$ cat config.mk
export PLATFORM = sky130hd
export DESIGN_NAME = video_mark_square_overlay
export DESIGN_NICKNAME = d
export VERILOG_FILES = /design/src/rtl/vmso_pkg.sv /design/src/rtl/vmso_csr.sv /design/src/rtl/vmso_front.sv /design/src/rtl/vmso_div.sv /design/src/rtl/vmso_paint.sv /design/src/rtl/video_mark_square_overlay.sv
export SDC_FILE = /design/constraint.sdc
export NUM_CORES = 1
export LEC_CHECK = 0
export BUFFER_PORTS_ARGS = -buffer_cell sky130_fd_sc_hd__buf_2
export CORE_ASPECT_RATIO = 1.4
export CORE_MARGIN = 2
export CORE_UTILIZATION = 66
export CTS_CLUSTER_SIZE = 25
export DETAILED_ROUTE_END_ITERATION = 8
export HOLD_SLACK_MARGIN = 0.08
export PLACE_DENSITY = 0.84
export SKIP_LAST_GASP = 1
export SYNTH_ARGS = -nofsm -noshare
export SYNTH_HDL_FRONTEND = slang
export SYNTH_SLANG_ARGS = --single-unit
$ cat constraint.sdc
create_clock -name clock -period 8.5 [get_ports clock]
set_input_delay 0 -clock clock [delete_from_list [all_inputs] [get_ports clock]]
set_output_delay 0 -clock clock [all_outputs]
set_load 0.1 [all_outputs]
$ cat src/rtl/vmso_pkg.sv
// Shared types and constants for the square-mark luma overlay.
`default_nettype none

package vmso_pkg;

   // Field widths of the pixel stream
   localparam int LumaWidth   = 8;
   localparam int ColumnWidth = 12;
   localparam int LinesWidth  = 12;

   // Register widths
   localparam int DimWidth       = 12;
   localparam int DataCountWidth = 7;
   localparam int DataBitsWidth  = 64;
   localparam int DataIdxWidth   = $clog2(DataBitsWidth);
   localparam int CsrIndexWidth  = 3;
   localparam int CsrDataWidth   = 64;

   // Square index covers markers plus data squares
   localparam int SquareIdxWidth = DimWidth + 1;

   // One divider step per quotient bit
   localparam int DivSteps = ColumnWidth;

   localparam logic [LumaWidth-1:0] LumaWhite = {LumaWidth{1'b1}};
   localparam logic [LumaWidth-1:0] LumaBlack = '0;

   localparam logic [DataCountWidth-1:0] DataCountMax = DataCountWidth'(DataBitsWidth);

   // Register indexes
   typedef enum logic [CsrIndexWidth-1:0] {
      CSR_SQUARE_WIDTH  = 3'd0,
      CSR_SQUARE_HEIGHT = 3'd1,
      CSR_MARKER_COUNT  = 3'd2,
      CSR_DATA_COUNT    = 3'd3,
      CSR_DATA_BITS     = 3'd4,
      CSR_ENABLED       = 3'd5,
      CSR_FIRST_COLUMN  = 3'd6,
      CSR_BOTTOM_GAP    = 3'd7
   } csr_index_type;

   // Register file contents
   typedef struct packed {
      logic [DimWidth-1:0]       square_width;
      logic [DimWidth-1:0]       square_height;
      logic [DimWidth-1:0]       marker_count;
      logic [DataCountWidth-1:0] data_count;
      logic [DataBitsWidth-1:0]  data_bits;
      logic                      enabled;
      logic [DimWidth-1:0]       first_column;
      logic [DimWidth-1:0]       bottom_gap;
   } cfg_type;

   // Word carried down the divider pipeline
   typedef struct packed {
      logic [LumaWidth-1:0]   luma;
      logic                   hit;
      logic [ColumnWidth-1:0] dividend;
      logic [ColumnWidth-1:0] quotient;
      logic [DimWidth-1:0]    remainder;
   } div_word_type;

endpackage

`default_nettype wire

$ cat src/rtl/vmso_csr.sv
// Configuration register file for the square-mark overlay.
`default_nettype none

module vmso_csr (
   input  wire logic                               clock,
   input  wire logic                               reset,
   input  wire logic                               csr_valid,
   output logic                                    csr_ready,
   input  wire logic [vmso_pkg::CsrIndexWidth-1:0] csr_index,
   input  wire logic [vmso_pkg::CsrDataWidth-1:0]  csr_data,
   output vmso_pkg::cfg_type                       cfg
);
   import vmso_pkg::*;

   cfg_type cfg_ff;
   cfg_type cfg_in;

   // Writes are always taken
   assign csr_ready = 1'b1;

   // Register write decode
   always_comb begin
      cfg_in = cfg_ff;
      if (csr_valid) begin
         case (csr_index_type'(csr_index))
            CSR_SQUARE_WIDTH:  cfg_in.square_width  = csr_data[DimWidth-1:0];
            CSR_SQUARE_HEIGHT: cfg_in.square_height = csr_data[DimWidth-1:0];
            CSR_MARKER_COUNT:  cfg_in.marker_count  = csr_data[DimWidth-1:0];
            CSR_DATA_COUNT:    cfg_in.data_count    = csr_data[DataCountWidth-1:0];
            CSR_DATA_BITS:     cfg_in.data_bits     = csr_data[DataBitsWidth-1:0];
            CSR_ENABLED:       cfg_in.enabled       = csr_data[0];
            CSR_FIRST_COLUMN:  cfg_in.first_column  = csr_data[DimWidth-1:0];
            CSR_BOTTOM_GAP:    cfg_in.bottom_gap    = csr_data[DimWidth-1:0];
            default:           cfg_in = cfg_ff;
         endcase
      end
   end

   always_ff @(posedge clock) begin
      if (reset) begin
         cfg_ff.square_width  <= DimWidth'(4);
         cfg_ff.square_height <= DimWidth'(16);
         cfg_ff.marker_count  <= DimWidth'(4);
         cfg_ff.data_count    <= DataCountWidth'(5);
         cfg_ff.data_bits     <= DataBitsWidth'(10);
         cfg_ff.enabled       <= 1'b1;
         cfg_ff.first_column  <= '0;
         cfg_ff.bottom_gap    <= '0;
      end else begin
         cfg_ff <= cfg_in;
      end
   end

   assign cfg = cfg_ff;

endmodule

`default_nettype wire

$ cat src/rtl/vmso_front.sv
// Input register: band window test and column offset for each pixel word.
`default_nettype none

module vmso_front (
   input  wire logic                             clock,
   input  wire logic                             reset,
   input  wire vmso_pkg::cfg_type                cfg,
   input  wire logic                             req_valid,
   output logic                                  req_stall,
   input  wire logic [vmso_pkg::LumaWidth-1:0]   req_luma_in,
   input  wire logic [vmso_pkg::ColumnWidth-1:0] req_column,
   input  wire logic [vmso_pkg::LinesWidth-1:0]  req_lines_below,
   output logic                                  out_valid,
   input  wire logic                             out_ready,
   output vmso_pkg::div_word_type                out_word
);
   import vmso_pkg::*;

   logic                 valid_ff;
   logic                 valid_in;
   div_word_type         word_ff;
   div_word_type         word_in;
   logic                 take;
   logic [LinesWidth:0]  band_top;
   logic                 vert_hit;
   logic                 horz_hit;

   // Register frees up when empty or when downstream takes it
   assign take      = req_valid && (!valid_ff || out_ready);
   assign req_stall = valid_ff && !out_ready;

   // Band window: lines and columns
   always_comb begin
      band_top = {1'b0, cfg.bottom_gap} + {1'b0, cfg.square_height};
      vert_hit = (req_lines_below >= cfg.bottom_gap) &&
                 ({1'b0, req_lines_below} < band_top);
      horz_hit = (req_column >= cfg.first_column);

      word_in.luma      = req_luma_in;
      word_in.hit       = cfg.enabled && (cfg.square_width != '0) &&
                          (cfg.square_height != '0) && vert_hit && horz_hit;
      word_in.dividend  = req_column - cfg.first_column;
      word_in.quotient  = '0;
      word_in.remainder = '0;
   end

   always_comb begin
      valid_in = valid_ff;
      if (take) begin
         valid_in = 1'b1;
      end else if (out_ready) begin
         valid_in = 1'b0;
      end
   end

   always_ff @(posedge clock) begin
      if (reset) begin
         valid_ff <= 1'b0;
      end else begin
         valid_ff <= valid_in;
      end
   end

   always_ff @(posedge clock) begin
      if (take) begin
         word_ff <= word_in;
      end
   end

   assign out_valid = valid_ff;
   assign out_word  = word_ff;

endmodule

`default_nettype wire

$ cat src/rtl/vmso_div.sv
// Pipelined restoring divider: column offset over square width, one bit per stage.
`default_nettype none

module vmso_div (
   input  wire logic                          clock,
   input  wire logic                          reset,
   input  wire logic [vmso_pkg::DimWidth-1:0] square_width,
   input  wire logic                          in_valid,
   output logic                               in_ready,
   input  wire vmso_pkg::div_word_type        in_word,
   output logic                               out_valid,
   input  wire logic                          out_ready,
   output vmso_pkg::div_word_type             out_word
);
   import vmso_pkg::*;

   // One quotient bit: shift in the next dividend bit, subtract if it fits
   function automatic div_word_type div_step(div_word_type w,
                                             logic [DimWidth-1:0] divisor);
      div_word_type     r;
      logic [DimWidth:0] shifted;
      logic              fits;
      r       = w;
      shifted = {w.remainder, w.dividend[ColumnWidth-1]};
      fits    = (shifted >= {1'b0, divisor});
      if (fits) begin
         shifted = shifted - {1'b0, divisor};
      end
      r.remainder = shifted[DimWidth-1:0];
      r.dividend  = {w.dividend[ColumnWidth-2:0], 1'b0};
      r.quotient  = {w.quotient[ColumnWidth-2:0], fits};
      return r;
   endfunction

   logic [DivSteps-1:0] valid_ff;
   logic [DivSteps-1:0] valid_in;
   div_word_type        word_ff [DivSteps];
   div_word_type        word_in [DivSteps];
   logic [DivSteps:0]   ready;
   logic [DivSteps-1:0] src_valid;
   div_word_type        src_word [DivSteps];

   assign ready[DivSteps] = out_ready;
   assign in_ready        = ready[0];

   for (genvar i = 0; i < DivSteps; i++) begin : g_stage
      // Stage source: front word or previous stage
      if (i == 0) begin : g_first
         assign src_valid[i] = in_valid;
         assign src_word[i]  = in_word;
      end else begin : g_next
         assign src_valid[i] = valid_ff[i-1];
         assign src_word[i]  = word_ff[i-1];
      end

      // Stage can load when empty or when its contents move on
      assign ready[i] = !valid_ff[i] || ready[i+1];

      always_comb begin
         valid_in[i] = ready[i] ? src_valid[i] : valid_ff[i];
         word_in[i]  = div_step(src_word[i], square_width);
      end

      always_ff @(posedge clock) begin
         if (reset) begin
            valid_ff[i] <= 1'b0;
         end else begin
            valid_ff[i] <= valid_in[i];
         end
      end

      always_ff @(posedge clock) begin
         if (ready[i] && src_valid[i]) begin
            word_ff[i] <= word_in[i];
         end
      end
   end

   assign out_valid = valid_ff[DivSteps-1];
   assign out_word  = word_ff[DivSteps-1];

endmodule

`default_nettype wire

$ cat src/rtl/vmso_paint.sv
// Square color pick and result register.
`default_nettype none

module vmso_paint (
   input  wire logic                           clock,
   input  wire logic                           reset,
   input  wire vmso_pkg::cfg_type              cfg,
   input  wire logic                           in_valid,
   output logic                                in_ready,
   input  wire vmso_pkg::div_word_type         in_word,
   output logic                                rsp_valid,
   input  wire logic                           rsp_stall,
   output logic [vmso_pkg::LumaWidth-1:0]      rsp_luma_out
);
   import vmso_pkg::*;

   logic                      valid_ff;
   logic                      valid_in;
   logic [LumaWidth-1:0]      luma_ff;
   logic [LumaWidth-1:0]      luma_in;
   logic                      take;
   logic [DataCountWidth-1:0] dc_sat;
   logic [SquareIdxWidth-1:0] total;
   logic [SquareIdxWidth-1:0] k_ext;
   logic [SquareIdxWidth-1:0] bit_pos;
   logic [DataIdxWidth-1:0]   bit_idx;
   logic                      in_band;
   logic                      is_marker;
   logic [LumaWidth-1:0]      pix;

   assign in_ready = !valid_ff || !rsp_stall;
   assign take     = in_valid && in_ready;

   // Pick the square color: markers alternate, data squares show bits MSB first
   always_comb begin
      dc_sat    = (cfg.data_count > DataCountMax) ? DataCountMax : cfg.data_count;
      total     = {1'b0, cfg.marker_count} + SquareIdxWidth'(dc_sat);
      k_ext     = {1'b0, in_word.quotient};
      in_band   = in_word.hit && (k_ext < total);
      is_marker = (k_ext < {1'b0, cfg.marker_count});
      bit_pos   = total - SquareIdxWidth'(1) - k_ext;
      bit_idx   = bit_pos[DataIdxWidth-1:0];
      if (is_marker) begin
         pix = in_word.quotient[0] ? LumaWhite : LumaBlack;
      end else begin
         pix = cfg.data_bits[bit_idx] ? LumaWhite : LumaBlack;
      end
      luma_in = in_band ? pix : in_word.luma;
   end

   always_comb begin
      valid_in = valid_ff;
      if (take) begin
         valid_in = 1'b1;
      end else if (!rsp_stall) begin
         valid_in = 1'b0;
      end
   end

   always_ff @(posedge clock) begin
      if (reset) begin
         valid_ff <= 1'b0;
      end else begin
         valid_ff <= valid_in;
      end
   end

   always_ff @(posedge clock) begin
      if (take) begin
         luma_ff <= luma_in;
      end
   end

   assign rsp_valid    = valid_ff;
   assign rsp_luma_out = luma_ff;

endmodule

`default_nettype wire

$ cat src/rtl/video_mark_square_overlay.sv
// Square-mark overlay on a raster luma stream: top level.
//
// Pixel words enter on the req_ channel (luma, column, lines below) and leave
// on the rsp_ channel, one result word per pixel word, in order. Pixels inside
// the mark band are replaced by 0 or 255; all others pass unchanged.
// Both channels use valid/stall: a word moves at a clock edge where valid is
// high and stall is low.
// Path: input register, 12-stage divider pipeline for column offset over
// square width (one quotient bit per stage), result register.
// Throughput is one word per cycle while the receiver does not stall.
// When the receiver stalls, words keep entering until all 14 registers hold
// one, then req_stall rises; empty stages are filled meanwhile.
// Registers are written through csr_ (index, data, valid/ready; ready is
// always high); the user must write them only while no pixel word is in
// flight, which the block itself does not enforce.
// Synchronous reset empties the pipeline and loads the register defaults:
// width 4, height 16, 4 markers, 5 data squares, data 10, enabled, offsets 0.
`default_nettype none

module video_mark_square_overlay (
   input  wire logic                               clock,
   input  wire logic                               reset,
   // Pixel input
   input  wire logic                               req_valid,
   output logic                                    req_stall,
   input  wire logic [vmso_pkg::LumaWidth-1:0]     req_luma_in,
   input  wire logic [vmso_pkg::ColumnWidth-1:0]   req_column,
   input  wire logic [vmso_pkg::LinesWidth-1:0]    req_lines_below,
   // Pixel output
   output logic                                    rsp_valid,
   input  wire logic                               rsp_stall,
   output logic [vmso_pkg::LumaWidth-1:0]          rsp_luma_out,
   // Register writes
   input  wire logic                               csr_valid,
   output logic                                    csr_ready,
   input  wire logic [vmso_pkg::CsrIndexWidth-1:0] csr_index,
   input  wire logic [vmso_pkg::CsrDataWidth-1:0]  csr_data
);
   import vmso_pkg::*;

   cfg_type      cfg;
   logic         front_valid;
   logic         front_ready;
   div_word_type front_word;
   logic         div_valid;
   logic         div_ready;
   div_word_type div_word;

   // Register file
   vmso_csr u_csr (
      .clock     (clock),
      .reset     (reset),
      .csr_valid (csr_valid),
      .csr_ready (csr_ready),
      .csr_index (csr_index),
      .csr_data  (csr_data),
      .cfg       (cfg)
   );

   // Band test and input register
   vmso_front u_front (
      .clock           (clock),
      .reset           (reset),
      .cfg             (cfg),
      .req_valid       (req_valid),
      .req_stall       (req_stall),
      .req_luma_in     (req_luma_in),
      .req_column      (req_column),
      .req_lines_below (req_lines_below),
      .out_valid       (front_valid),
      .out_ready       (front_ready),
      .out_word        (front_word)
   );

   // Square index from column offset
   vmso_div u_div (
      .clock        (clock),
      .reset        (reset),
      .square_width (cfg.square_width),
      .in_valid     (front_valid),
      .in_ready     (front_ready),
      .in_word      (front_word),
      .out_valid    (div_valid),
      .out_ready    (div_ready),
      .out_word     (div_word)
   );

   // Color pick and result register
   vmso_paint u_paint (
      .clock        (clock),
      .reset        (reset),
      .cfg          (cfg),
      .in_valid     (div_valid),
      .in_ready     (div_ready),
      .in_word      (div_word),
      .rsp_valid    (rsp_valid),
      .rsp_stall    (rsp_stall),
      .rsp_luma_out (rsp_luma_out)
   );

endmodule

`default_nettype wire

==> out/results.tsv <==
stage	metric	value	unit
layout	layout cells sized above 1	10.48	%
worst_hold_path	Hold Path Stages	2	
synthesis	Mapped Cells	2463	
worst_hold_path	Min-Delay Startpoint	req_luma_in[1]	
flow_run	max cap viols	0	
global_route	largest net degree at the start of global routing	118	
critical_path	worst-path fanout max	16	
synthesis	flops & latches, synth	559	
sta	Final Max Slew Viols	0	
worst_hold_path	Hold EP	u_front.out_word[38]	
cts	Clock Latency Late Sink	0.61	ns
cts	Reg clk slew, reported paths	0.07	ns
layout	most frequent cells in the layout	edfxtp_1, nand2_1, ha_1	
routing	Post-Route WL	72.57	mm
critical_path	Worst setup SP type	register	
layout	Finished Layout Cells	3302	
cts	htree depth	2	
sta	post-route minimum period	5.140	ns
sta	fmax	194.5	MHz
worst_hold_path	worst hold path type	input pin to register	
critical_path	Critical Path RT	8.82	ns
cts	CTS Sinks	559	
routing	TritonRoute pass-1 iters	6	
sta	worst-case clock skew	0.03880	ns
synthesis	post-synth cell types	68	
place	dpl cells	3071	
synthesis	top_reg_cell synth	edfxtp_1	
place	gp weighted congestion	0.9243	
pwr	VDD IR max	0.1637	mV
critical_path	r2r endpoint	u_paint.rsp_luma_out[6]	
die	row cnt	88	
die	Die Y	246.8	um
layout	P&R area growth vs syn	15.74	%
synthesis	Synth Area per Inst	11.28	um^2
sta	RSZ-0062 raised after global routing	false	
cts	CTS Buffer Depth	3	
routing	Via Count	21130	
critical_path	crit path capture type	register	
global_route	antenna violations before repair	7	
place	pre-CTS setup slack	3.843	ns
synthesis	synth warn	0	
sta	Least-Margin Pin Slew	1.232	ns
cts	cts repair resizes	0	
place	# port buffers	113	
die	Core Box Area	41400	um^2
layout	nets	3047	
sta	fin crit share	60.47	%
die	Die ar.	43780	um^2
cts	# Post-CTS Setup Buffers	0	
die	I/O pins	115	
sta	max_slew headroom	17.79	%
cts	CTS tree	yes	
place	dpl hpwl	45.56	mm
synthesis	Cell Area, Synth	27790	um^2
global_route	number of global-route vias before repair	22030	
critical_path	worst reg2reg path depth	11	
cts	CTS Buf Count	52	
outcome	status	complete, no violations	
routing	DRC	0	
routing	DRT iter0 DRCs	2131	
sta	final hold vios	0	
critical_path	crit path kind	register to register	
layout	final core occ	77.68	%
sta	Fin Hold WS	0.1208	ns
layout	commonest non-fill, non-tap cell in the layout	edfxtp_1	
critical_path	RR Startpoint	u_csr.cfg[95]	
cts	Root Driver	clkbuf_16	
global_route	GR Overflow Total	0	
sta	post-route setup slack	3.360	ns
routing	Avg Vias per Cell	6.398	
synthesis	EDFF count, synth	413	
critical_path	setup slack, reg-to-reg	3.36	ns
global_route	first-pass GRT wire length	113.5	mm
die	Starting Density	67.12	%
routing	wire length per cell	21.98	um
sta	Sum Neg Setup Slack	0	ns
synthesis	Syn Nets	2796	
global_route	GRT Util Overall	33.96	%
synthesis	register area share after synthesis	55.15	%
die	Die X	177.4	um
routing	Detail Route Antenna Nets	0	
pwr	PD cells	185.6	nW/um^2
critical_path	Arrival @ worst endpoint	5.46	ns
synthesis	fraction of registers with async set/reset	0	%
pwr	Lkg Pwr	12.03	nW
sta	setup violators final	0	
[how the worst max path moves through the flow]
stage | start | endpoint | slack, ns | cells past startpoint
after floorplan | u_paint.rsp_valid | u_div.word_ff[0][44] | 3.71 | 6
after global placement | u_csr.cfg[95] | u_paint.rsp_luma_out[5] | 3.96 | 11
after detailed placement | u_csr.cfg[95] | u_paint.rsp_luma_out[6] | 3.84 | 11
after CTS | u_csr.cfg[95] | u_paint.rsp_luma_out[6] | 3.80 | 11
after global routing | u_csr.cfg[95] | u_paint.rsp_luma_out[5] | 3.31 | 11
final | u_csr.cfg[95] | u_paint.rsp_luma_out[6] | 3.36 | 11
[power breakdown]
group	total (mW)	leakage [nW]	internal [mW]	switching, mW
Combinational	0.449	6.19	0.191	0.259
Clock	2.53	0.900	1.47	1.05
Sequential	2.99	4.94	2.96	0.0284
[logic make-up after synthesis]
family                     count (synthesis)  synth area share [%]
and+or+nand+nor                          727                 11.91
buffers and inverters                    198                 2.792
AOI/OAI and AO/OA                        583                 12.92
other                                      1               0.01350
xor gates and xnor gates                 103                 3.274
muxes                                     63                 3.251
adders and majority gates                229                 10.69
DFF                                      559                 55.15
[cell usage after synthesis (all sizes together) (4+ instances only)]
cell,instances,share of area (%)
a2111oi,6,0.19
a211o,16,0.50
a211oi,18,0.55
a21boi,23,0.62
a21o,38,1.0
a21oi,213,3.8
a221oi,4,0.13
a31oi,15,0.34
and2,10,0.23
and3,5,0.11
and4,4,0.13
buf,7,0.21
clkbuf,59,0.80
dfxtp,146,11
edfxtp,413,45
fa,14,1.0
ha,215,9.7
inv,132,1.8
mux2,29,1.2
mux2i,16,0.58
mux4,18,1.5
nand2,406,5.5
nand2b,14,0.32
nand3,11,0.20
nand3b,7,0.19
nand4,40,0.90
nor2,83,1.1
nor2b,57,1.3
nor3,31,0.56
nor3b,5,0.14
nor4,31,0.70
o21a,42,1.1
o21ai,135,2.4
o21bai,5,0.14
o22a,6,0.19
o31a,4,0.13
o31ai,28,0.76
o41ai,9,0.28
or3,11,0.25
or4,8,0.22
xnor2,57,1.8
xor2,46,1.4
[worst max-delay path, stage by stage, from the launching register on]
cell	delay [ns]
dfxtp_1	0.39
nor2b_1	0.18
ha_1	0.19
inv_1	0.08
fa_1	0.58
inv_1	0.12
fa_1	1.17
mux4_2	0.61
mux4_2	0.47
a22oi_1	0.43
a211oi_2	0.28
a211o_1	0.34
[metrics by stage]
stage,power [mW],cell area [um^2]
after global routing,6.121,32150
after global placement,3.410,29000
final,5.968,32160
after CTS,5.959,32150
after detailed placement,3.429,29000
after floorplan,3.308,27790
[routing by layer]
layer | vias to the layer above | share of wire (%) | routed length, um | track usage (%)
met5 | - | 0.041 | 30 | 0
met4 | 4 | 8.5 | 6174 | 25.96
met3 | 422 | 6.9 | 5016 | 6.565
met2 | 1084 | 51 | 37030 | 59.85
met1 | 10070 | 34 | 24320 | 35.40
li1 | 9543 | - | - | -
[sequential cells by signal, indices dropped and copies added, names as in the netlist]
signal                count
u_div.word_ff           384
u_csr.cfg               132
u_front.out_word         21
u_div.src_valid          11
u_paint.rsp_luma_out      8
u_div.out_valid           1
u_front.out_valid         1
u_paint.rsp_valid         1
[timing repair]
| item | in CTS | in global routing |
|---|---|---|
| setup endpoints to repair | 0 | 0 |
| endpoints found under the hold margin | 163 | 0 |
| hold buffers | 129 | 0 |
[layout make-up]
| type | count | area [um^2] |
|---|---|---|
| clock buffers | 61 | 1366 |
| diodes | 5 | 12.51 |
| clock inverters | 36 | 488.0 |
| fillers | 2458 | 9239 |
| inverters | 132 | 495.5 |
| flip-flops and latches | 559 | 15320 |
| well taps | 540 | 675.6 |
| multi-input cells | 1706 | 11780 |
| repair buffers | 263 | 2017 |
Note: power is estimated with default switching activity, not from simulation.
